`config.mk`:
```
export PLATFORM = sky130hd
export DESIGN_NAME = fpa_queue
export DESIGN_NICKNAME = d
export VERILOG_FILES = /design/src/hw/rtl/fpa_pkg.sv /design/src/hw/rtl/fpa_queue.sv
export SDC_FILE = /design/constraint.sdc
export NUM_CORES = 1
export LEC_CHECK = 0
export ABC_AREA = 1
export BUFFER_PORTS_ARGS = -buffer_cell sky130_fd_sc_hd__buf_2
export CAP_MARGIN = 20
export CORE_UTILIZATION = 47
export DETAILED_ROUTE_END_ITERATION = 8
export HOLD_SLACK_MARGIN = 0.03
export PLACE_DENSITY = 0.74
export RECOVER_POWER = 100
export SKIP_CTS_REPAIR_TIMING = 1
export SLEW_MARGIN = 15
export SYNTH_ARGS = -nofsm -noshare
export SYNTH_HDL_FRONTEND = slang
export SYNTH_SLANG_ARGS = --single-unit
export TNS_END_PERCENT = 20
```
`constraint.sdc`:
```
create_clock -name i_clk -period 13.4 [get_ports i_clk]
set_input_delay 1.34 -clock i_clk [delete_from_list [all_inputs] [get_ports i_clk]]
set_output_delay 1.34 -clock i_clk [all_outputs]
set_load 0.01 [all_outputs]
```
`src/hw/rtl/fpa_pkg.sv`:
```
`default_nettype none

package fpa_pkg;

    // Number format and divider layout.
    localparam int unsigned FRAC_BITS     = 8;
    localparam int unsigned DIV_BITS_STEP = 4;
    localparam int unsigned DIV_STAGES    = 32 / DIV_BITS_STEP;
    localparam int unsigned QUEUE_DEPTH   = 2;

    typedef enum logic [3:0] {
        OP_ADD      = 4'd0,
        OP_SUB      = 4'd1,
        OP_MUL      = 4'd2,
        OP_DIV      = 4'd3,
        OP_GT       = 4'd4,
        OP_LT       = 4'd5,
        OP_GE       = 4'd6,
        OP_LE       = 4'd7,
        OP_EQ       = 4'd8,
        OP_NE       = 4'd9,
        OP_INC      = 4'd10,
        OP_DEC      = 4'd11,
        OP_MIN      = 4'd12,
        OP_MAX      = 4'd13,
        OP_TO_INT   = 4'd14,
        OP_FROM_INT = 4'd15
    } t_opcode;

    typedef enum logic [1:0] {
        ST_OK   = 2'd0,
        ST_OVF  = 2'd1,
        ST_DIV0 = 2'd2
    } t_status;

    // What the back end still has to do with a job.
    typedef enum logic [1:0] {
        K_SIMPLE = 2'd0,
        K_MUL    = 2'd1,
        K_DIV    = 2'd2
    } t_kind;

    typedef struct packed {
        t_kind       kind;
        logic        neg;
        logic        ovf;
        logic [31:0] x;     // multiplicand, or partial remainder
        logic [31:0] y;     // multiplier, or numerator bits still to shift in
        logic [31:0] den;
        logic [31:0] quo;
        logic [63:0] prod;
        logic [32:0] mag;
        logic [31:0] res;
        logic        cmp;
        t_status     st;
    } t_job;

    typedef struct packed {
        logic [31:0] res;
        logic        cmp;
        t_status     st;
    } t_result;

    // One back-end stage: optional multiply, optional product rounding,
    // and a few restoring division steps.
    function automatic t_job fpa_stage(input t_job j, input logic do_mul,
                                       input logic do_round);
        t_job        o;
        logic [32:0] part;
        logic [63:0] pmag;
        logic [63:0] m;
        logic        qbit;
        o = j;
        if (do_mul && j.kind == K_MUL) begin
            o.prod = 64'($signed(j.x) * $signed(j.y));
        end
        if (do_round && j.kind == K_MUL) begin
            pmag  = j.prod[63] ? (64'd0 - j.prod) : j.prod;
            m     = (pmag + (64'd1 << (FRAC_BITS - 1))) >> FRAC_BITS;
            o.neg = j.prod[63];
            o.ovf = |m[63:33];
            o.mag = m[32:0];
        end
        if (j.kind == K_DIV) begin
            for (int i = 0; i < int'(DIV_BITS_STEP); i++) begin
                part = {o.x, o.y[31]};
                o.y  = {o.y[30:0], 1'b0};
                qbit = 1'b0;
                if (part >= {1'b0, o.den}) begin
                    part = part - {1'b0, o.den};
                    qbit = 1'b1;
                end
                o.x   = part[31:0];
                o.quo = {o.quo[30:0], qbit};
            end
        end
        return o;
    endfunction

    // Rounding of the quotient, sign and saturation.
    function automatic t_result fpa_finish(input t_job j);
        t_result     r;
        logic [32:0] mag;
        logic        sat;
        r.res = j.res;
        r.cmp = j.cmp;
        r.st  = j.st;
        if (j.kind != K_SIMPLE) begin
            if (j.kind == K_DIV) begin
                mag = {1'b0, j.quo} + (({j.x, 1'b0} >= {1'b0, j.den}) ? 33'd1 : 33'd0);
            end else begin
                mag = j.mag;
            end
            sat = j.ovf || (j.neg ? (mag > 33'h080000000) : (mag > 33'h07FFFFFFF));
            r.cmp = 1'b0;
            if (sat) begin
                r.res = j.neg ? 32'h80000000 : 32'h7FFFFFFF;
                r.st  = ST_OVF;
            end else begin
                r.res = j.neg ? (32'd0 - mag[31:0]) : mag[31:0];
                r.st  = ST_OK;
            end
        end
        return r;
    endfunction

endpackage

`default_nettype wire

```
`src/hw/rtl/fpa_queue.sv`:
```
`default_nettype none

module fpa_queue (
    input  wire logic           i_clk,
    input  wire logic           i_rst_n,
    input  wire logic           i_push,
    input  wire fpa_pkg::t_job  i_job,
    input  wire logic           i_pop,
    output logic                o_full,
    output logic                o_empty,
    output fpa_pkg::t_job       o_job
);
    import fpa_pkg::*;

    localparam int unsigned PW = $clog2(QUEUE_DEPTH);

    t_job                r_mem [QUEUE_DEPTH];
    logic [PW-1:0]       r_wr;
    logic [PW-1:0]       r_rd;
    logic [PW:0]         r_count;
    logic [PW-1:0]       n_wr;
    logic [PW-1:0]       n_rd;
    logic [PW:0]         n_count;
    logic                do_push;
    logic                do_pop;

    // The queue reports itself full during reset so that no transfer is taken then.
    assign o_full  = !i_rst_n || (r_count == (PW+1)'(QUEUE_DEPTH));
    assign o_empty = r_count == '0;
    assign o_job   = r_mem[r_rd];
    assign do_push = i_push && !o_full;
    assign do_pop  = i_pop && !o_empty;

    // Pointer and fill count update.
    always_comb begin
        n_wr    = do_push ? ((r_wr == PW'(QUEUE_DEPTH - 1)) ? '0 : r_wr + 1'b1) : r_wr;
        n_rd    = do_pop  ? ((r_rd == PW'(QUEUE_DEPTH - 1)) ? '0 : r_rd + 1'b1) : r_rd;
        n_count = r_count + (PW+1)'(do_push) - (PW+1)'(do_pop);
    end

    always_ff @(posedge i_clk) begin
        if (!i_rst_n) begin
            r_wr    <= '0;
            r_rd    <= '0;
            r_count <= '0;
        end else begin
            r_wr    <= n_wr;
            r_rd    <= n_rd;
            r_count <= n_count;
        end
    end

    // Storage needs no reset.
    always_ff @(posedge i_clk) begin
        if (do_push) begin
            r_mem[r_wr] <= i_job;
        end
    end

    a_count_bound: assert property (@(posedge i_clk) disable iff (!i_rst_n)
        r_count <= (PW+1)'(QUEUE_DEPTH))
        else $error("queue fill count beyond depth");
    a_no_push_full: assert property (@(posedge i_clk) disable iff (!i_rst_n)
        o_full |-> !i_push)
        else $error("push into a full queue");
    a_pop_moves: assert property (@(posedge i_clk) disable iff (!i_rst_n)
        (do_pop && !do_push) |=> r_count == $past(r_count) - 1'b1)
        else $error("pop without push did not lower the count");

endmodule

`default_nettype wire

```
==> results of run 1 <==
==> power by group <==
group	internal, W	total, W	leakage [nW]	switching, W
Clock	0.000810	0.00140	0.802	0.000594
Combinational	0.000324	0.000734	2.13	0.000409
Sequential	0.00198	0.00203	4.88	0.0000428
Total	0.00312	0.00416	7.82	0.00105
==> cell usage after synthesis (all sizes together) <==
cell	number
edfxtp	528
mux2	264
clkbuf	23
inv	11
nand2	10
nor2	7
buf	6
dfxtp	5
nand3	3
ha	2
a21oi	1
nand4	1
==> logic make-up after synthesis <==
kind of cell             synth area share
buffers and inverters             0.02185
multiplexers                       0.1527
AND/OR/NAND/NOR                  0.004371
flip-flops                         0.8195
AO/OA/AOI/OAI                   0.0002568
adder cells (fa/ha/maj)          0.001285
==> metal layers <==
layer,vias to the layer above,global-route usage,wire length [µm]
li1,4560,-,-
met1,4952,0.2131,15120
met2,420,0.3133,21030
met3,80,0.06620,3923
met4,6,0.08704,1103
met5,-,0,34
==> cell usage in the layout (no fill, tap or decap), types with 6 or more instances in the layout <==
cell type	n
edfxtp_1	528
clkbuf_1	397
mux2_2	256
buf_2	152
clkbuf_16	52
clkinv_1	12
diode_2	10
inv_1	10
nand2_1	10
clkinv_2	9
mux2_1	8
nor2_1	6
==> sequential cells by signal, summed over array words and instances, names as in the netlist, named ones only <==
signal / flops
r_wr: 1
r_count: 2
r_mem: 528
r_rd: 1
==> area by class of cell <==
| type | count | area (µm²) | share of cell area |
|---|---|---|---|
| timing repair buffer | 542 | 2232 | 0.09432 |
| clock buffer | 61 | 1335 | 0.05641 |
| sequential | 533 | 15960 | 0.6742 |
| tap | 532 | 665.6 | 0.02813 |
| antenna | 10 | 25.02 | 0.001057 |
| multi-input combinational | 288 | 3095 | 0.1308 |
| clock inverter | 34 | 314.1 | 0.01327 |
| inverter | 11 | 42.54 | 0.001798 |
==> critical path: cells and delay by family, from the launching register on <==
family	cells	cell delay, ns
buffers and inverters	3	4.12
flip-flops	1	1.68
multiplexers	1	0.43
==> per-stage QoR <==
step	hold slack [ns]	instance area, µm²	cells
3_3_place_gp	0.4655	22500	1906
2_1_floorplan	0.4522	19470	861
4_1_cts	0.5458	24150	2001
6_report	0.5279	23670	2011
5_1_grt	0.5500	23660	2008
3_5_place_dp	0.5311	22500	1906
==> path summary, 6_finish.rpt <==
check | start | end | slack [ns] | cells after the start
max | register | o_job[130] | 5.06 | 4
min | r_rd | r_rd | 0.53 | 2
max reg2reg | r_count[0] | r_mem[1][202] | 5.60 | 5
min reg2reg | r_rd | r_rd | 0.53 | 2
==> run_results.csv, run 1 <==
group,metric,value,unit
min_path,hp-class,"reg -> reg",
yosys,ys_top_cells_by_area,"edfxtp_1, mux2_2, clkbuf_8, dfxtp_1, buf_6",
grt,antenna_found_initial,13,
run,drv_cap,9,
timing,rsz0062_at_grt,"no",
pwr,vdd_drop_max,172.6,µV
timing,setup_slack,5.064,ns
place,gp_congestion,0.7880,
yosys,synthCells,861,
detailed_routing,remaining_drc_errors,0,
final_layout,fillers,3211,
cts,clock_latency,0.58,ns
floorplanning,dieArea,0.04224,mm²
detailed_routing,firstDrtPassIters,4,
yosys,avgSynthCellArea,22.61,µm²
grt,grt_overflow,0,
setup_path,cp.arrival,7.00,ns
cts,htreeDepth,2,
floorplanning,start_util,0.4768,
detailed_routing,finalWirelength,41210,µm
floorplanning,coreArea,0.04083,mm²
yosys,synth_cell_types,12,
timing,setup_viol,0,
setup_path,end_kind,"output pin",
yosys,ys_seq_elements,533,
yosys,synth_nets,1131,
place,preCtsSetupSlack,8.926,ns
floorplanning,rows,74,
detailed_routing,via_per_inst,4.982,
place,port_buffers,533,
yosys,yosysSeqAreaShare,0.8195,
timing,clock.fmax,120.0,MHz
yosys,synth_area_leader_cell,"edfxtp_1",
timing,tns,0,ns
timing,skew,0.01599,ns
floorplanning,ios,534,
final_layout,drive_above_1_share,0.3308,
setup_path,crit_fanout,79,
timing,post-route-min-period,8.336,ns
setup_path,crit_slowest_cell,"clkbuf_1",
detailed_routing,vias,10018,
final_layout,utilization,0.5796,
grt,grt_pass1_vias,10290,
yosys,synth.top_cell.area_share,0.8144,
floorplanning,fp.dieH,205.5,µm
cts,cts_buffers,51,
setup_path,crit_path_cell_trace,"clkbuf_1, buf_4, mux2_2, clkbuf_1",
pwr,p_leak,7.815,nW
timing,slew_headroom,-2.718,
cts,cts-root-buf,"clkbuf_16",
setup_path,critical_path.max_stage_delay,2.92,ns
grt,track_usage,0.1867,
cts,cts_tree,"built",
detailed_routing,ant_nets,0,
pwr,p_per_area,176.0,mW/mm²
setup_path,worst_path_most_repeated_cell,"clkbuf_1",
grt,grt_max_degree,123,
status,failed_checks,"capacitance limit, slew limit",
timing,finalCritPeriodShare,0.6221,
cts,clk_path_buf_depth,3,
grt,grt_pass1_wl,58100,µm
timing,hold_violations,0,
pwr,power.total,0.004164,W
final_layout,layout.nets,1697,
setup_path,worstPathRequired,12.06,ns
yosys,syn_area,0.01947,mm²
final_layout,syn_to_final_growth,21.56,%
place,dp_hpwl,27890,µm
cts,path_clk_slew,0.06,ns
setup_path,critPathKind,"reg -> out",
status,status,"complete, but fails checks",
setup_path,startpoint_type,"register",
detailed_routing,drt-initial-drc-count,556,
floorplanning,fp.dieW,205.5,µm
yosys,yosys_warnings,0,
timing,maxSlewViolCount,650,
detailed_routing,route.detailed.wl_per_inst,20.49,µm
cts,clock-sinks,533,
timing,worstMarginPinSlew,5.546,ns
(Power assumes the default switching activity.)
==> inputs of run 2 (changes only) <==
--- a/config.mk
+++ b/config.mk
@@ -8,10 +8,11 @@
 export ABC_AREA = 1
 export BUFFER_PORTS_ARGS = -buffer_cell sky130_fd_sc_hd__buf_2
 export CAP_MARGIN = 20
-export CORE_UTILIZATION = 47
+export CORE_AREA = 2 2 209 211
 export DETAILED_ROUTE_END_ITERATION = 8
+export DIE_AREA = 0 0 211 213
 export HOLD_SLACK_MARGIN = 0.03
-export PLACE_DENSITY = 0.74
+export PLACE_DENSITY = 0.69
 export RECOVER_POWER = 100
 export SKIP_CTS_REPAIR_TIMING = 1
 export SLEW_MARGIN = 15
==> constraint.sdc (replaced) <==
create_clock -name i_clk -period 8.2 [get_ports i_clk]
set_input_delay 0.82 -clock i_clk [delete_from_list [all_inputs] [get_ports i_clk]]
set_output_delay 0.82 -clock i_clk [all_outputs]
set_load 0.01 [all_outputs]
==> run 2 against run 1 <==
The flow still finishes with violations (capacitance limit, slew limit). Global-route usage shrank 1.2 points. Power rose by 61%. Via count decreased by 0.50%. Clock skew increased by 0.0044 ns. Core utilization is 2.7 points lower. Critical path depth shrank 1. Sequential power rose by 63%. Final area shrank 0.22%. Register-to-register slack got worse by 2.9 ns. Worst hold slack got worse by 0.11 ns. Critical endpoint is now o_job[197]. Highest routed layer unchanged.
==> run_results.csv, run 2 (synthesis gave the netlist of run 1 again) <==
group,metric,value,unit
status,status,"complete, but fails checks",
status,failed_checks,"capacitance limit, slew limit",
timing,maxSlewViolCount,397,
detailed_routing,ant_nets,0,
timing,clock.fmax,180.8,MHz
pwr,clkPwrFrac,0.331,
run,drv_cap,5,
setup_path,end_kind,"output pin",
place,dp_hpwl,27300,µm
place,placed_area,0.02253,mm²
grt,track_usage,0.1749,
pwr,p_leak,7.824,nW
timing,post-route-min-period,5.532,ns
final_layout,largest_register_ffs,528,
floorplanning,fp.dieW,211,µm
place,port_buffers,533,
setup_path,crit_path_cell_trace,"clkbuf_2, mux2_2, clkbuf_1",
grt,grt_overflow,0,
grt,grt_pass1_wl,59130,µm
timing,rsz0062_at_grt,"no",
detailed_routing,remaining_drc_errors,0,
pwr,p_switching,0.001706,W
detailed_routing,route.detailed.wl_per_inst,20.56,µm
detailed_routing,firstDrtPassIters,5,
pwr,comb_power_share,0.178,
timing,skew,0.02042,ns
final_layout,fillers,3490,
floorplanning,coreArea,0.04270,mm²
setup_path,worstPathRequired,7.38,ns
floorplanning,dieArea,0.04494,mm²
setup_path,crit_fanout,76,
pwr,seqPwrFrac,0.491,
final_layout,drive_above_1_share,0.3249,
floorplanning,start_util,0.4560,
final_layout,layout.nets,1697,
floorplanning,ios,534,
pwr,p_int,0.005012,W
final_layout,layout_common_cells,"edfxtp_1, clkbuf_1, mux2_2, buf_2, clkbuf_16",
grt,grt_max_degree,144,
timing,slew_headroom,-2.349,
floorplanning,rows,76,
detailed_routing,vias,9968,
cts,cts_tree,"built",
detailed_routing,drt-initial-drc-count,688,
setup_path,critPathKind,"reg -> out",
setup_path,crit_slowest_cell,"dfxtp_1",
min_path,hp-class,"in -> reg",
detailed_routing,met1_length,15450,µm
place,gp_congestion,0.7684,
pwr,vdd_drop_max,208.6,µV
detailed_routing,highest_layer,"met5",
timing,finalCritPeriodShare,0.6747,
cts,clk_path_buf_depth,3,
final_layout,layout_commonest_cell,"edfxtp_1",
cts,path_clk_slew,0.06,ns
pwr,p_per_area,284.5,mW/mm²
timing,tns,0,ns
timing,hold_violations,0,
final_layout,design_area,0.02361,mm²
final_layout,top_register,"r_mem",
timing,setup_viol,0,
cts,cts_buffers,53,
detailed_routing,met2_length,20820,µm
pwr,switching_share,0.2539,
grt,antenna_found_initial,9,
cts,htreeDepth,2,
detailed_routing,finalWirelength,41360,µm
floorplanning,fp.dieH,213,µm
cts,cts-root-buf,"clkbuf_16",
setup_path,cp.arrival,4.71,ns
setup_path,critical_path.max_stage_delay,1.77,ns
grt,grt_pass1_vias,10336,
setup_path,startpoint_type,"register",
detailed_routing,via_per_inst,4.954,
final_layout,reg.largest.list,"r_mem x528, r_count x2",
cts,clock-sinks,533,
final_layout,syn_to_final_growth,21.29,%
timing,worstMarginPinSlew,5.024,ns
cts,clock_latency,0.59,ns
detailed_routing,met3RoutedLength,3721,µm
==> run 2: worst paths after layout <==
check / from / endpoint / slack (ns) / cells past startpoint
setup / recovery: register / o_job[197] / 2.67 / 3
hold / removal: i_job[205] / r_mem[0][205] / 0.42 / 1
setup reg to reg: r_count[0] / r_mem[0][72] / 2.72 / 6
hold reg to reg: r_rd / r_rd / 0.50 / 2
==> run 2: routing by layer <==
metal | track usage | up-vias
met3 | 0.06722 | 93
met4 | 0.06702 | 10
li1 | - | 4565
met1 | 0.2015 | 4923
met2 | 0.2964 | 377
met5 | 0 | -
==> run 2: area by class of cell <==
class	count	area (µm²)	share of cell area
sequential	533	15960	0.6757
multi-input combinational	288	3088	0.1308
timing repair buffer	540	2266	0.09596
clock buffer	64	1368	0.05791
tap	546	683.2	0.02893
clock inverter	26	202.7	0.008584
inverter	11	41.29	0.001749
antenna	4	10.01	0.0004239
==> run 2: power groups by stage <==
stage	clock network (W)	logic (W)	registers, W
final	0.00223	0.00120	0.00330
after global routing	0.00238	0.00129	0.00332
after CTS	0.00229	0.00129	0.00329
after detailed placement	0	0.00128	0.00334
after global placement	0	0.00127	0.00333
after floorplan	0	0.000854	0.00333
==> run 2: worst max-delay path, delay by kind of cell (launching register included) <==
family,cells,cell delay (ns)
multiplexers,1,0.46
buffers and inverters,2,1.80
flip-flops,1,1.77
==> run 2: stage by stage <==
step / util / total power, W / cells / hold WS (ns) / setup WS, ns
after global routing: 0.5531 / 0.006989 / 2012 / 0.3802 / 2.182
after floorplan: - / 0.004185 / 861 / 0.4522 / 1.554
after global placement: 0.5277 / 0.004604 / 1918 / 0.4755 / 4.844
after detailed placement: 0.5277 / 0.004620 / 1918 / 0.4863 / 4.846
after CTS: 0.5645 / 0.006865 / 2008 / 0.3656 / 4.403
final: 0.5531 / 0.006718 / 2012 / 0.4187 / 2.668
==> inputs of run 3 (changes only) <==
==> constraint.sdc (replaced) <==
create_clock -name i_clk -period 5.4 [get_ports i_clk]
set_input_delay 0.54 -clock i_clk [delete_from_list [all_inputs] [get_ports i_clk]]
set_output_delay 0.54 -clock i_clk [all_outputs]
set_load 0.01 [all_outputs]
==> run 3 against run 2 <==
The flow still finishes with violations (capacitance limit, slew limit). Sequential cell count unchanged. Critical path depth is the same. Register-to-register slack got worse by 1.2 ns. Core utilization up 0.15 points. Highest routed layer unchanged. Non-clock buffer count stayed put. Worst setup slack lost 1.3 ns. Largest power group unchanged. Sequential share of layout area fell by 0.17 points. Critical endpoint is now o_job[80].
==> run_results.csv, run 3 (synthesis gave the netlist of run 1 again) <==
group,metric,value,unit
detailed_routing,met3RoutedLength,3688,µm
run,drv_cap,4,
detailed_routing,highest_layer,"met5",
grt,track_usage,0.1723,
setup_path,worstPathRequired,4.86,ns
detailed_routing,met1_length,15370,µm
grt,grt_pass1_wl,58340,µm
grt,antenna_found_initial,3,
floorplanning,fp.dieW,211,µm
floorplanning,dieArea,0.04494,mm²
timing,slew_headroom,-0.4874,
place,gp_congestion,0.8009,
detailed_routing,firstDrtPassIters,5,
setup_path,critPathKind,"reg -> out",
final_layout,layout.nets,1698,
timing,setup_slack,1.335,ns
cts,clock-sinks,533,
place,port_buffers,533,
grt,grt_max_degree,132,
detailed_routing,ant_nets,0,
setup_path,ff2ff_setup_slack,1.54,ns
timing,worstMarginPinSlew,2.231,ns
detailed_routing,remaining_drc_errors,0,
timing,rsz0062_at_grt,"no",
final_layout,layout_common_cells,"edfxtp_1, clkbuf_1, mux2_2, buf_2, clkbuf_16",
place,preCtsSetupSlack,2.661,ns
setup_path,startpoint_type,"register",
min_path,hp-class,"in -> reg",
place,dp_hpwl,27340,µm
detailed_routing,vias,9929,
final_layout,layout_commonest_cell,"edfxtp_1",
setup_path,crit_fanout,109,
pwr,vdd_drop_max,276.7,µV
cts,cts_buffers,54,
floorplanning,start_util,0.4560,
timing,setup_viol,0,
timing,hold_ws,0.1384,ns
final_layout,syn_to_final_growth,21.62,%
cts,cts_tree,"built",
floorplanning,fp.dieH,213,µm
status,failed_checks,"capacitance limit, slew limit",
timing,finalCritPeriodShare,0.7528,
timing,skew,0.02326,ns
cts,htreeDepth,2,
setup_path,reg2reg_depth,5,
timing,maxSlewViolCount,364,
final_layout,largest_register_ffs,528,
pwr,p_leak,7.841,nW
grt,grt_overflow,0,
cts,clock_latency,0.59,ns
floorplanning,rows,76,
setup_path,end_kind,"output pin",
final_layout,drive_above_1_share,0.3347,
cts,clk_path_buf_depth,3,
detailed_routing,drt-initial-drc-count,550,
status,status,"complete, but fails checks",
floorplanning,ios,534,
setup_path,r2r_end,"r_mem[1][191]",
timing,hold_violations,0,
cts,path_clk_slew,0.06,ns
detailed_routing,finalWirelength,41240,µm
detailed_routing,route.detailed.wl_per_inst,20.45,µm
min_path,hold_start,"i_job[209]",
pwr,p_per_area,432.9,mW/mm²
setup_path,cp.arrival,3.53,ns
final_layout,reg.largest.list,"r_mem x528, r_count x2",
setup_path,critPathCapture,"o_job[80]",
detailed_routing,via_per_inst,4.923,
timing,post-route-min-period,4.065,ns
final_layout,top_register,"r_mem",
setup_path,r2r_start,"r_count[0]",
floorplanning,coreArea,0.04270,mm²
grt,grt_pass1_vias,10270,
cts,cts-root-buf,"clkbuf_16",
detailed_routing,met2_length,20950,µm
timing,clock.fmax,246.0,MHz
==> run 3: worst min-delay path by stage <==
stage,endpoint,slack (ns),depth (start not counted)
final,r_mem[0][209],0.14,1
after global routing,r_mem[0][182],0.11,1
after CTS,r_mem[1][42],0.09,1
after detailed placement,r_rd,0.50,2
after global placement,r_rd,0.48,2
after floorplan,register,0.45,2
==> run 3: per-layer routing <==
metal | vias to the layer above | track usage
met3 | 84 | 0.06869
met1 | 4897 | 0.1970
met2 | 376 | 0.2937
li1 | 4566 | -
met4 | 6 | 0.06144
met5 | - | 0
==> run 3: worst max-delay path, stage by stage, from the launching register on <==
cell and delay [ns]:
dfxtp_4 0.88, clkbuf_4 1.30, mux2_2 0.44, clkbuf_1 0.16
==> run 3: report_power, final <==
group	internal (W)	switching, W	leakage, nW
Clock	0.00198	0.00147	0.791
Combinational	0.000765	0.00104	2.17
Sequential	0.00489	0.000108	4.88
==> run 3: cell type report <==
cell class | count | area (µm²)
multi-input cells | 288 | 3088
diodes | 1 | 2.502
repair buffers | 540 | 2265
clock buffers | 74 | 1458
clock inverters | 24 | 173.9
flip-flops and latches | 533 | 15960
fillers | 3485 | 19020
inverters | 11 | 48.80
well taps | 546 | 683.2
==> run 3: stage by stage <==
stage | util | cells | TNS (ns) | total power (W) | cell area (µm²)
after floorplan | - | 861 | -255.07 | 0.006355 | 19480
after global placement | 0.5286 | 1918 | 0 | 0.006988 | 22570
after detailed placement | 0.5286 | 1918 | 0 | 0.007016 | 22570
after CTS | 0.5668 | 2016 | 0 | 0.01048 | 24200
after global routing | 0.5545 | 2016 | 0 | 0.01065 | 23680
final | 0.5546 | 2017 | 0 | 0.01025 | 23680
