## src/hw/rtl/fpa_pkg.sv

```systemverilog
`default_nettype none

package fpa_pkg;

    // Number format and divider layout.
    localparam int unsigned FRAC_BITS     = 8;
    localparam int unsigned DIV_BITS_STEP = 4;
    localparam int unsigned DIV_STAGES    = 32 / DIV_BITS_STEP;
    localparam int unsigned QUEUE_DEPTH   = 2;

    typedef enum logic [3:0] {
        OP_ADD      = 4'd0,
        OP_SUB      = 4'd1,
        OP_MUL      = 4'd2,
        OP_DIV      = 4'd3,
        OP_GT       = 4'd4,
        OP_LT       = 4'd5,
        OP_GE       = 4'd6,
        OP_LE       = 4'd7,
        OP_EQ       = 4'd8,
        OP_NE       = 4'd9,
        OP_INC      = 4'd10,
        OP_DEC      = 4'd11,
        OP_MIN      = 4'd12,
        OP_MAX      = 4'd13,
        OP_TO_INT   = 4'd14,
        OP_FROM_INT = 4'd15
    } t_opcode;

    typedef enum logic [1:0] {
        ST_OK   = 2'd0,
        ST_OVF  = 2'd1,
        ST_DIV0 = 2'd2
    } t_status;

    // What the back end still has to do with a job.
    typedef enum logic [1:0] {
        K_SIMPLE = 2'd0,
        K_MUL    = 2'd1,
        K_DIV    = 2'd2
    } t_kind;

    typedef struct packed {
        t_kind       kind;
        logic        neg;
        logic        ovf;
        logic [31:0] x;     // multiplicand, or partial remainder
        logic [31:0] y;     // multiplier, or numerator bits still to shift in
        logic [31:0] den;
        logic [31:0] quo;
        logic [63:0] prod;
        logic [32:0] mag;
        logic [31:0] res;
        logic        cmp;
        t_status     st;
    } t_job;

    typedef struct packed {
        logic [31:0] res;
        logic        cmp;
        t_status     st;
    } t_result;

    // One back-end stage: optional multiply, optional product rounding,
    // and a few restoring division steps.
    function automatic t_job fpa_stage(input t_job j, input logic do_mul,
                                       input logic do_round);
        t_job        o;
        logic [32:0] part;
        logic [63:0] pmag;
        logic [63:0] m;
        logic        qbit;
        o = j;
        if (do_mul && j.kind == K_MUL) begin
            o.prod = 64'($signed(j.x) * $signed(j.y));
        end
        if (do_round && j.kind == K_MUL) begin
            pmag  = j.prod[63] ? (64'd0 - j.prod) : j.prod;
            m     = (pmag + (64'd1 << (FRAC_BITS - 1))) >> FRAC_BITS;
            o.neg = j.prod[63];
            o.ovf = |m[63:33];
            o.mag = m[32:0];
        end
        if (j.kind == K_DIV) begin
            for (int i = 0; i < int'(DIV_BITS_STEP); i++) begin
                part = {o.x, o.y[31]};
                o.y  = {o.y[30:0], 1'b0};
                qbit = 1'b0;
                if (part >= {1'b0, o.den}) begin
                    part = part - {1'b0, o.den};
                    qbit = 1'b1;
                end
                o.x   = part[31:0];
                o.quo = {o.quo[30:0], qbit};
            end
        end
        return o;
    endfunction

    // Rounding of the quotient, sign and saturation.
    function automatic t_result fpa_finish(input t_job j);
        t_result     r;
        logic [32:0] mag;
        logic        sat;
        r.res = j.res;
        r.cmp = j.cmp;
        r.st  = j.st;
        if (j.kind != K_SIMPLE) begin
            if (j.kind == K_DIV) begin
                mag = {1'b0, j.quo} + (({j.x, 1'b0} >= {1'b0, j.den}) ? 33'd1 : 33'd0);
            end else begin
                mag = j.mag;
            end
            sat = j.ovf || (j.neg ? (mag > 33'h080000000) : (mag > 33'h07FFFFFFF));
            r.cmp = 1'b0;
            if (sat) begin
                r.res = j.neg ? 32'h80000000 : 32'h7FFFFFFF;
                r.st  = ST_OVF;
            end else begin
                r.res = j.neg ? (32'd0 - mag[31:0]) : mag[31:0];
                r.st  = ST_OK;
            end
        end
        return r;
    endfunction

endpackage

`default_nettype wire

```

## src/hw/rtl/fpa_in_if.sv

```systemverilog
`default_nettype none

interface fpa_in_if;
    logic        valid;
    logic        ready;
    logic [3:0]  opcode;
    logic [31:0] operand_a;
    logic [31:0] operand_b;

    modport source (output valid, output opcode, output operand_a, output operand_b,
                    input ready);
    modport sink   (input valid, input opcode, input operand_a, input operand_b,
                    output ready);
endinterface

`default_nettype wire

```

## src/hw/rtl/fpa_front.sv

```systemverilog
`default_nettype none

module fpa_front (
    fpa_in_if.sink        i_in,
    input  wire logic     i_full,
    output logic          o_push,
    output fpa_pkg::t_job o_job
);
    import fpa_pkg::*;

    logic signed [31:0] a;
    logic signed [31:0] b;
    logic [32:0]        sum;
    logic [32:0]        dif;
    logic [32:0]        inc;
    logic [32:0]        dec;
    logic [31:0]        shl;
    logic [31:0]        amag;
    logic [31:0]        bmag;
    logic [31:0]        hi;
    t_job               job;

    assign a = $signed(i_in.operand_a);
    assign b = $signed(i_in.operand_b);

    // A transfer is taken whenever the queue has room.
    assign i_in.ready = !i_full;
    assign o_push     = i_in.valid && !i_full;
    assign o_job      = job;

    // Wide sums for the saturating operations.
    assign sum  = {a[31], a} + {b[31], b};
    assign dif  = {a[31], a} - {b[31], b};
    assign inc  = {a[31], a} + 33'd1;
    assign dec  = {a[31], a} - 33'd1;
    assign shl  = i_in.operand_a << FRAC_BITS;
    assign amag = a[31] ? (32'd0 - i_in.operand_a) : i_in.operand_a;
    assign bmag = b[31] ? (32'd0 - i_in.operand_b) : i_in.operand_b;
    assign hi   = 32'({32'd0, amag} >> (32 - FRAC_BITS));

    // Decode: simple operations finish here, multiply and divide are set up.
    always_comb begin
        job      = '0;
        job.kind = K_SIMPLE;
        job.st   = ST_OK;
        unique case (t_opcode'(i_in.opcode))
            OP_ADD: begin
                job.res = (sum[32] != sum[31]) ? (sum[32] ? 32'h80000000 : 32'h7FFFFFFF)
                                               : sum[31:0];
                job.st  = (sum[32] != sum[31]) ? ST_OVF : ST_OK;
            end
            OP_SUB: begin
                job.res = (dif[32] != dif[31]) ? (dif[32] ? 32'h80000000 : 32'h7FFFFFFF)
                                               : dif[31:0];
                job.st  = (dif[32] != dif[31]) ? ST_OVF : ST_OK;
            end
            OP_MUL: begin
                job.kind = K_MUL;
                job.x    = i_in.operand_a;
                job.y    = i_in.operand_b;
            end
            OP_DIV: begin
                if (i_in.operand_b == 32'd0) begin
                    job.st = ST_DIV0;
                end else begin
                    job.kind = K_DIV;
                    job.neg  = a[31] != b[31];
                    job.x    = hi;
                    job.y    = amag << FRAC_BITS;
                    job.den  = bmag;
                    job.ovf  = hi >= bmag;
                end
            end
            OP_GT: job.cmp = a > b;
            OP_LT: job.cmp = a < b;
            OP_GE: job.cmp = a >= b;
            OP_LE: job.cmp = a <= b;
            OP_EQ: job.cmp = a == b;
            OP_NE: job.cmp = a != b;
            OP_INC: begin
                job.res = (inc[32] != inc[31]) ? 32'h7FFFFFFF : inc[31:0];
                job.st  = (inc[32] != inc[31]) ? ST_OVF : ST_OK;
            end
            OP_DEC: begin
                job.res = (dec[32] != dec[31]) ? 32'h80000000 : dec[31:0];
                job.st  = (dec[32] != dec[31]) ? ST_OVF : ST_OK;
            end
            OP_MIN: job.res = (a < b) ? i_in.operand_a : i_in.operand_b;
            OP_MAX: job.res = (a > b) ? i_in.operand_a : i_in.operand_b;
            OP_TO_INT: job.res = 32'(a >>> FRAC_BITS);
            OP_FROM_INT: begin
                if (($signed(shl) >>> FRAC_BITS) != a) begin
                    job.res = a[31] ? 32'h80000000 : 32'h7FFFFFFF;
                    job.st  = ST_OVF;
                end else begin
                    job.res = shl;
                end
            end
            default: job = '0;
        endcase
    end

endmodule

`default_nettype wire

```

## src/flat_wrapper.sv

```systemverilog
// flat-port wrapper written by rule: the top's interface ports become plain ports
module fpa_front_flat import fpa_pkg::*;
  (i_full, o_push, o_job, i_in_valid, i_in_opcode, i_in_operand_a, i_in_operand_b, i_in_ready);
  fpa_in_if i_in_i ();
  input  wire logic i_full;
  output logic o_push;
  output fpa_pkg::t_job o_job;
  input wire logic [$bits(i_in_i.valid)-1:0] i_in_valid;
  input wire logic [$bits(i_in_i.opcode)-1:0] i_in_opcode;
  input wire logic [$bits(i_in_i.operand_a)-1:0] i_in_operand_a;
  input wire logic [$bits(i_in_i.operand_b)-1:0] i_in_operand_b;
  output wire logic [$bits(i_in_i.ready)-1:0] i_in_ready;
  assign i_in_i.valid = i_in_valid;
  assign i_in_i.opcode = i_in_opcode;
  assign i_in_i.operand_a = i_in_operand_a;
  assign i_in_i.operand_b = i_in_operand_b;
  assign i_in_ready = i_in_i.ready;
  fpa_front u_core (.i_in(i_in_i), .i_full(i_full), .o_push(o_push), .o_job(o_job));
endmodule
```

## config.mk

```make
export PLATFORM = sky130hd
export DESIGN_NAME = fpa_front_flat
export DESIGN_NICKNAME = d
export VERILOG_FILES = /design/src/hw/rtl/fpa_pkg.sv /design/src/hw/rtl/fpa_in_if.sv /design/src/hw/rtl/fpa_front.sv /design/src/flat_wrapper.sv
export SDC_FILE = /design/constraint.sdc
export NUM_CORES = 1
export LEC_CHECK = 0
export ABC_AREA = 1
export BUFFER_PORTS_ARGS = -buffer_cell sky130_fd_sc_hd__buf_2
export CAP_MARGIN = 0
export CORE_MARGIN = 2
export CORE_UTILIZATION = 35
export DETAILED_ROUTE_END_ITERATION = 12
export PLACE_DENSITY = 0.57
export SLEW_MARGIN = 25
export SYNTH_ARGS = -nofsm -noshare
export SYNTH_HDL_FRONTEND = slang
export SYNTH_SLANG_ARGS = --single-unit
export TNS_END_PERCENT = 10
```

## constraint.sdc

```tcl
create_clock -name vclk -period 7.2
set_input_delay 0.36 -clock vclk [all_inputs]
set_output_delay 0.36 -clock vclk [all_outputs]
set_load 0.1 [all_outputs]
```

==> flow_metrics.env, run 1 <==
export IMPL_end_kind="primary output"
export IMPL_arrival_ns=5.32
export IMPL_ff_latch_area_um2=0
export IMPL_core_area_mm2=0.0365
export IMPL_synth_area_per_cell_um2=5.12
export IMPL_grt_pass1_wl_mm=110
export IMPL_drc_errors=0
export IMPL_placed_area_mm2=0.0136
export IMPL_setup_viol=0
export IMPL_dieWidth_um=196
export IMPL_grt_pass1_vias=16300
export IMPL_combPwrFrac_pct=100.0
export IMPL_totalWireLength_mm=77.8
export IMPL_synthTopCellsByCount="nand2_1 (678), nor2_1 (376), inv_1 (292), nand3_1 (227), buf_4 (143)"
export IMPL_ys_seq_area_share_pct=0
export IMPL_antenna_left=0
export IMPL_overflow=0
export IMPL_place_hpwl_mm=62.8
export IMPL_vdd_ir_drop_worst_uv=102
export IMPL_die_h_um=196
export IMPL_cts_resized=0
export IMPL_slowest_delay_ns=0.82
export IMPL_io_pins=336
export IMPL_crit_slowest_cell="ha_1"
export IMPL_pwr_share_clk_pct=0
export IMPL_place_congestion=1.11
export IMPL_swShare_pct=82.9
export IMPL_worstMarginPinSlew_ns=1.12
export IMPL_ys_top_cells_by_area="nand2_1 (20%), nor2_1 (11%), nand3_1 (8.8%), inv_1 (8.5%), buf_4 (8.3%)"
export IMPL_design_area_mm2=0.0136
export IMPL_area_growth_pct=4.96
export IMPL_drt_iter0_drc=2631
export IMPL_crit_type="primary input to primary output"
export IMPL_min_period_ns=5.68
export IMPL_syn_area_mm2=0.0129
export IMPL_nets=2786
export IMPL_slew_headroom_pct=25.0
export IMPL_synth_top_area_cell="nand2_1"
export IMPL_yosys_cell_types_count=57
export IMPL_portBuffers=207
export IMPL_cap_violations=0
export IMPL_powerDensity_mw_per_mm2=127
export IMPL_seq_cells=0
export IMPL_avgRoutedWirePerCell_um=25.1
export IMPL_synth_most_common_cell="nand2_1"
export IMPL_outcome="complete, no violations"
export IMPL_finalHoldWorstSlack_ns=1.12
export IMPL_slew_violations=0
export IMPL_holdBufCountCts=0
export IMPL_hold_path_class="primary input to primary output"
export IMPL_postCtsSetupBuffers=0
export IMPL_rsz0062_at_grt="false"
export IMPL_seqPwrFrac_pct=0
export IMPL_start_util_pct=35.4
export IMPL_track_usage_pct=38.5
export IMPL_hold_viol_final=0
export IMPL_antenna_found_initial=1
export IMPL_via_count=18000
export IMPL_crit_required_ns=6.84
export IMPL_syn_inst=2527
export IMPL_power_switching_mw=1.43
export IMPL_p_int_mw=0.295
export IMPL_grt_max_degree=65
export IMPL_die_area_mm2=0.0385
export IMPL_max_freq_mhz=176
export IMPL_path_cells="buf_2, inv_1, ha_1, nand2_1, nor2_1, nor3b_2, nand2_2, nand2_2, nand2_2, nand3_4, nand2_1, nand3_1, nand4_1, buf_2"
export IMPL_fin_util_pct=37.1
export IMPL_nClkBuffers=0
export IMPL_core_rowCount=70
export IMPL_yosysWarnings=0
export IMPL_p_total_mw=1.72
export IMPL_finalCritPeriodShare_pct=79.0
export IMPL_p_leak_nw=7.40
export IMPL_drt_first_pass_iters=8
export IMPL_worst_setup_path_start_kind="primary input"
export IMPL_crit_top_cell="nand2_2"
export IMPL_critical_path_top_delay_family="simple AND/OR/NAND/NOR gates"
export IMPL_crit_buf_inv=3
export IMPL_routed_via_density=5.80
export IMPL_final_setup_tns_ns=0
export IMPL_crit_fanout=49
export IMPL_synth_top_cell_area_share_pct=19.7
export IMPL_drive_gt1_share_pct=12.0
-- worst paths after layout --
check                          start         end  slack (ns)  depth (start not counted)
setup / recovery  i_in_operand_b[31]    o_job[3]        1.52                         14
hold / removal                i_full  i_in_ready        1.12                          3
-- kinds of logic (layout without fill, tap and decap cells) --
kind of cell | after synthesis | in the layout | share of synthesized area (%)
AOI/OAI and AO/OA | 316 | 316 | 14.7
xor gates and xnor gates | 106 | 106 | 7.18
adders and majority gates | 83 | 83 | 8.15
buffers and inverters | 561 | 537 | 21.5
other | 1 | 130 | 0.0290
and+or+nand+nor | 1460 | 1460 | 48.4
-- cell usage in the layout (no fill, tap or decap), types with 4 or more instances in the layout --
master     Yosys  final
a21oi_1      106    106
a21oi_2       17     17
a221oi_1       4      4
a31oi_1        6      6
buf_2         53    207
buf_4        143     14
clkinv_1       9      9
conb_1         1    129
ha_1          81     81
inv_1        292    291
inv_2         13     14
nand2_1      678    676
nand2_2       22     24
nand2_4        7      7
nand3_1      227    227
nand3b_1       6      6
nand4_1       72     72
nor2_1       376    374
nor2_2         8      9
nor3_1        38     38
nor4_1         9      8
o2111ai_1      6      6
o211ai_1      10     10
o211ai_2       9      9
o21ai_0      105    105
o21bai_1      19     19
o22ai_1       19     19
xor2_1       105    105
-- metal layers --
layer / vias to the layer above / part of all wire, % / GRT usage [%]
met5: - / 0.013 / 0
met4: 2 / 6.8 / 21.0
met3: 262 / 11 / 5.76
met2: 1383 / 43 / 60.4
met1: 8288 / 39 / 50.8
li1: 8057 / - / -
-- metrics by stage --
step                setup slack, ns  std cells
floorplan                      2.39       2655
global placement               1.57       3099
detailed placement             1.66       3099
CTS                            1.64       3099
global route                   1.39       3099
finish                         1.52       3100
-- cell type report --
cell class                 count  area (µm²)
antenna                        1        2.50
fill                        4345       23000
inverter                     316        1190
multi-input combinational   2094       10600
tap                          468         586
timing repair buffer         221        1140
-- power by group through the flow --
stage                     combinational (mW)     clock, mW  sequential, mW
after global placement                  1.68             0               0
after CTS                               1.67             0               0
after floorplan                         1.32             0               0
final                                   1.72  0.0000000742               0
after global routing                    1.79             0               0
after detailed placement                1.67             0               0
Note: power is estimated with default switching activity, not from simulation.
==> inputs of run 2 (changes only) <==
==> constraint.sdc (replaced) <==
create_clock -name vclk -period 5.9
set_input_delay 0.295 -clock vclk [all_inputs]
set_output_delay 0.295 -clock vclk [all_outputs]
set_load 0.1 [all_outputs]
==> flow_metrics.env, run 2 (same netlist as run 1, synthesis figures left out) <==
export IMPL_outcome="complete, no violations"
export IMPL_fin_util_pct=37.4
export IMPL_crit_type="primary input to primary output"
export IMPL_area_growth_pct=5.76
export IMPL_start_util_pct=35.4
export IMPL_swShare_pct=82.4
export IMPL_nClkBuffers=0
export IMPL_hold_path_class="primary input to primary output"
export IMPL_core_area_mm2=0.0365
export IMPL_max_freq_mhz=178
export IMPL_hold_end="i_in_ready"
export IMPL_crit_required_ns=5.61
export IMPL_setup_viol=0
export IMPL_crit_fanout=10
export IMPL_worstMarginPinSlew_ns=1.08
export IMPL_final_setup_tns_ns=0
export IMPL_drt_first_pass_iters=6
export IMPL_grt_pass1_wl_mm=110
export IMPL_place_congestion=1.07
export IMPL_final_common_cell="nand2_1"
export IMPL_seqPwrFrac_pct=0
export IMPL_antenna_found_initial=2
export IMPL_rsz0062_at_grt="false"
export IMPL_die_h_um=196
export IMPL_n_fill_cell=4380
export IMPL_slew_violations=0
export IMPL_overflow=0
export IMPL_timing_final_ws_setup_ns=0.297
export IMPL_portBuffers=207
export IMPL_pwr_share_clk_pct=0
export IMPL_slew_headroom_pct=27.7
export IMPL_worstHoldStart="i_full"
export IMPL_seq_cells=0
export IMPL_finalCritPeriodShare_pct=95.0
export IMPL_powerDensity_mw_per_mm2=151
export IMPL_min_period_ns=5.60
export IMPL_arrival_ns=5.31
export IMPL_power_switching_mw=1.70
export IMPL_postCtsSetupBuffers=0
export IMPL_holdBufCountCts=0
export IMPL_p_leak_nw=7.46
export IMPL_worst_setup_path_start_kind="primary input"
export IMPL_antenna_cells=0
export IMPL_totalWireLength_mm=77.6
export IMPL_cap_violations=0
export IMPL_drive_gt1_share_pct=12.4
export IMPL_dieWidth_um=196
export IMPL_antenna_left=0
export IMPL_drt_iter0_drc=2109
export IMPL_hold_depth=3
export IMPL_via_count=17400
export IMPL_grt_max_degree=50
export IMPL_end_kind="primary output"
export IMPL_cts_resized=0
export IMPL_p_total_mw=2.07
export IMPL_track_usage_pct=38.7
export IMPL_grt_pass1_vias=16000
export IMPL_hold_viol_final=0
export IMPL_place_hpwl_mm=63.3
export IMPL_combPwrFrac_pct=100.0
export IMPL_routed_via_density=5.60
export IMPL_vdd_ir_drop_worst_uv=137
export IMPL_io_pins=336
export IMPL_drc_errors=0
export IMPL_avgRoutedWirePerCell_um=24.9
export IMPL_layout_common_cells="nand2_1 (678), nor2_1 (374), inv_1 (292), nand3_1 (227), buf_2 (207)"
export IMPL_ff_latch_area_um2=0
export IMPL_place_ws_ns=0.468
export IMPL_die_area_mm2=0.0385
export IMPL_p_int_mw=0.364
export IMPL_core_rowCount=70
export IMPL_nets=2801
run 2: changes by cell type in the layout (fill, tap and decap cells not counted), sizes merged:
cell and delta:
diode -1, buf +15
run 2: per-layer routing:
layer	part of all wire, %	vias to the layer above	routed length (µm)	GRT usage, %
met5	0.010	-	8	0
met4	6.1	2	4770	20.1
met1	41	8123	31500	50.6
li1	-	8081	-	-
met2	44	1034	34300	61.9
met3	9.1	189	7100	5.24
run 2: worst max path at each step:
stage                           start         end  slack [ns]  cells after the start
floorplan              i_in_opcode[0]  o_job[231]        1.22                      6
global placement    i_in_operand_a[1]   o_job[11]        0.34                     19
detailed placement  i_in_operand_a[1]   o_job[11]        0.47                     19
CTS                 i_in_operand_a[1]   o_job[11]        0.47                     19
global route        i_in_operand_a[1]   o_job[14]        0.32                     21
finish              i_in_operand_a[1]   o_job[14]        0.30                     21
run 2: critical path, cell delays in order:
cell      delay [ns]
buf_2           0.30
ha_1            0.28
nand3_1         0.20
nor2_1          0.30
nand2_1         0.18
nor2_2          0.30
nand4_1         0.23
nor3_1          0.25
a21oi_1         0.15
ha_1            0.46
inv_1           0.33
nor2_1          0.11
inv_1           0.48
buf_4           0.25
o21ai_0         0.23
o21bai_1        0.26
nor2_1          0.15
nand2_1         0.08
inv_1           0.05
nand3_1         0.10
buf_2           0.33
run 2: area by class of cell:
cell class	count	area (µm²)	share of cell area, %
Timing Repair Buffer	236	1250	9.17
Tap cell	468	586	4.28
Multi-Input combinational cell	2094	10600	77.8
Inverter	316	1190	8.71
run 2: power groups by stage:
stage	clock network, mW	logic, mW	registers (mW)
after global routing	0	2.16	0
after CTS	0	2.02	0
final	0	2.07	0
after global placement	0	2.02	0
after detailed placement	0	2.01	0
after floorplan	0	1.61	0
run 2: metrics by stage:
stage	cell area [µm²]	std cells	hold slack, ns
floorplan	13400	2655	0.925
global placement	13700	3114	0.981
detailed placement	13700	3114	0.990
CTS	13700	3114	0.991
global route	13700	3114	1.01
finish	13700	3114	0.991
==> inputs of run 3 (changes only) <==
--- a/config.mk
+++ b/config.mk
@@ -12,6 +12,7 @@
 export CORE_UTILIZATION = 35
 export DETAILED_ROUTE_END_ITERATION = 12
 export PLACE_DENSITY = 0.57
+export RECOVER_POWER = 100
 export SLEW_MARGIN = 25
 export SYNTH_ARGS = -nofsm -noshare
 export SYNTH_HDL_FRONTEND = slang
==> flow_metrics.env, run 3 (same netlist as run 1, synthesis figures left out) <==
export IMPL_slew_violations=27
export IMPL_grt_pass1_wl_mm=110
export IMPL_violations="max-capacitance violations, max-slew violations"
export IMPL_arrival_ns=5.42
export IMPL_p_leak_nw=6.98
export IMPL_antenna_cells=0
export IMPL_routed_via_density=5.58
export IMPL_die_h_um=196
export IMPL_outcome="finished with violations"
export IMPL_nets=2801
export IMPL_final_common_cell="nand2_1"
export IMPL_start_util_pct=35.4
export IMPL_crit_required_ns=5.61
export IMPL_multi_input_area_mm2=0.0106
export IMPL_drt_first_pass_iters=6
export IMPL_end_kind="primary output"
export IMPL_design_area_mm2=0.0135
export IMPL_crit_fanout=10
export IMPL_grt_max_degree=50
export IMPL_core_rowCount=70
export IMPL_finalCritPeriodShare_pct=96.8
export IMPL_holdBufCountCts=0
export IMPL_worst_setup_path_start_kind="primary input"
export IMPL_n_fill_cell=4410
export IMPL_cap_violations=1
export IMPL_avgRoutedWirePerCell_um=24.9
export IMPL_cts_resized=0
export IMPL_antenna_found_initial=1
export IMPL_timing_final_ws_setup_ns=0.189
export IMPL_max_freq_mhz=175
export IMPL_ff_latch_area_um2=0
export IMPL_min_period_ns=5.71
export IMPL_track_usage_pct=38.7
export IMPL_fin_util_pct=37.0
export IMPL_drive_gt1_share_pct=8.09
export IMPL_hold_path_class="primary input to primary output"
export IMPL_final_cells=3114
export IMPL_crit_type="primary input to primary output"
export IMPL_dieWidth_um=196
export IMPL_setup_viol=0
export IMPL_finalHoldWorstSlack_ns=1.20
export IMPL_vdd_ir_drop_worst_uv=134
export IMPL_via_count=17400
export IMPL_placedCellCount=3114
export IMPL_io_pins=336
export IMPL_placed_area_mm2=0.0137
export IMPL_powerDensity_mw_per_mm2=152
export IMPL_worstMarginPinSlew_ns=2.06
export IMPL_core_area_mm2=0.0365
export IMPL_nClkBuffers=0
export IMPL_overflow=0
export IMPL_slew_headroom_pct=-37.3
export IMPL_p_total_mw=2.06
export IMPL_die_area_mm2=0.0385
export IMPL_totalWireLength_mm=77.5
export IMPL_layout_common_cells="nand2_1 (678), nor2_1 (374), inv_1 (292), nand3_1 (227), conb_1 (129)"
export IMPL_drc_errors=0
export IMPL_area_growth_pct=4.59
export IMPL_grt_pass1_vias=16000
export IMPL_place_ws_ns=0.468
export IMPL_final_setup_tns_ns=0
export IMPL_seq_cells=0
export IMPL_rsz0062_at_grt="false"
export IMPL_place_congestion=1.07
export IMPL_drt_iter0_drc=2108
export IMPL_hold_viol_final=0
export IMPL_place_hpwl_mm=63.3
export IMPL_portBuffers=207
export IMPL_postCtsSetupBuffers=0
export IMPL_antenna_left=0
## run 3: cell type report
| class | count | share of cell area [%] |
|---|---|---|
| multi-input cells | 2094 | 78.6 |
| inverters | 316 | 8.81 |
| repair buffers | 236 | 8.21 |
| well taps | 468 | 4.33 |
## run 3: where the power goes
part           internal (mW)  switching (mW)  total, mW  leakage [nW]
clock network              0               0          0             0
logic                  0.356            1.70       2.06          6.98
registers                  0               0          0             0
## run 3: routing by layer
| layer | global-route usage [%] | routed length, µm | vias to the layer above |
|---|---|---|---|
| li1 | - | - | 8073 |
| met1 | 50.6 | 31500 | 8108 |
| met2 | 61.9 | 34400 | 1018 |
| met3 | 5.24 | 6890 | 191 |
| met4 | 20.1 | 4760 | 0 |
| met5 | 0 | 0 | - |
## run 3: critical path: stages
cell	delay (ns)
buf_2	0.28
ha_1	0.28
nand3_1	0.20
nor2_1	0.30
nand2_1	0.18
nor2_2	0.31
nand4_1	0.24
nor3_1	0.25
a21oi_1	0.15
ha_1	0.45
inv_1	0.34
nor2_1	0.12
inv_1	0.49
buf_4	0.25
o21ai_0	0.23
o21bai_1	0.26
nor2_1	0.15
nand2_1	0.07
inv_1	0.05
nand3_1	0.10
clkbuf_2	0.41
## run 3: path summary, 6_finish.rpt
kind / from / end / slack (ns) / cells past startpoint
max: i_in_operand_a[1] / o_job[14] / 0.19 / 21
min: i_full / i_in_ready / 1.20 / 3
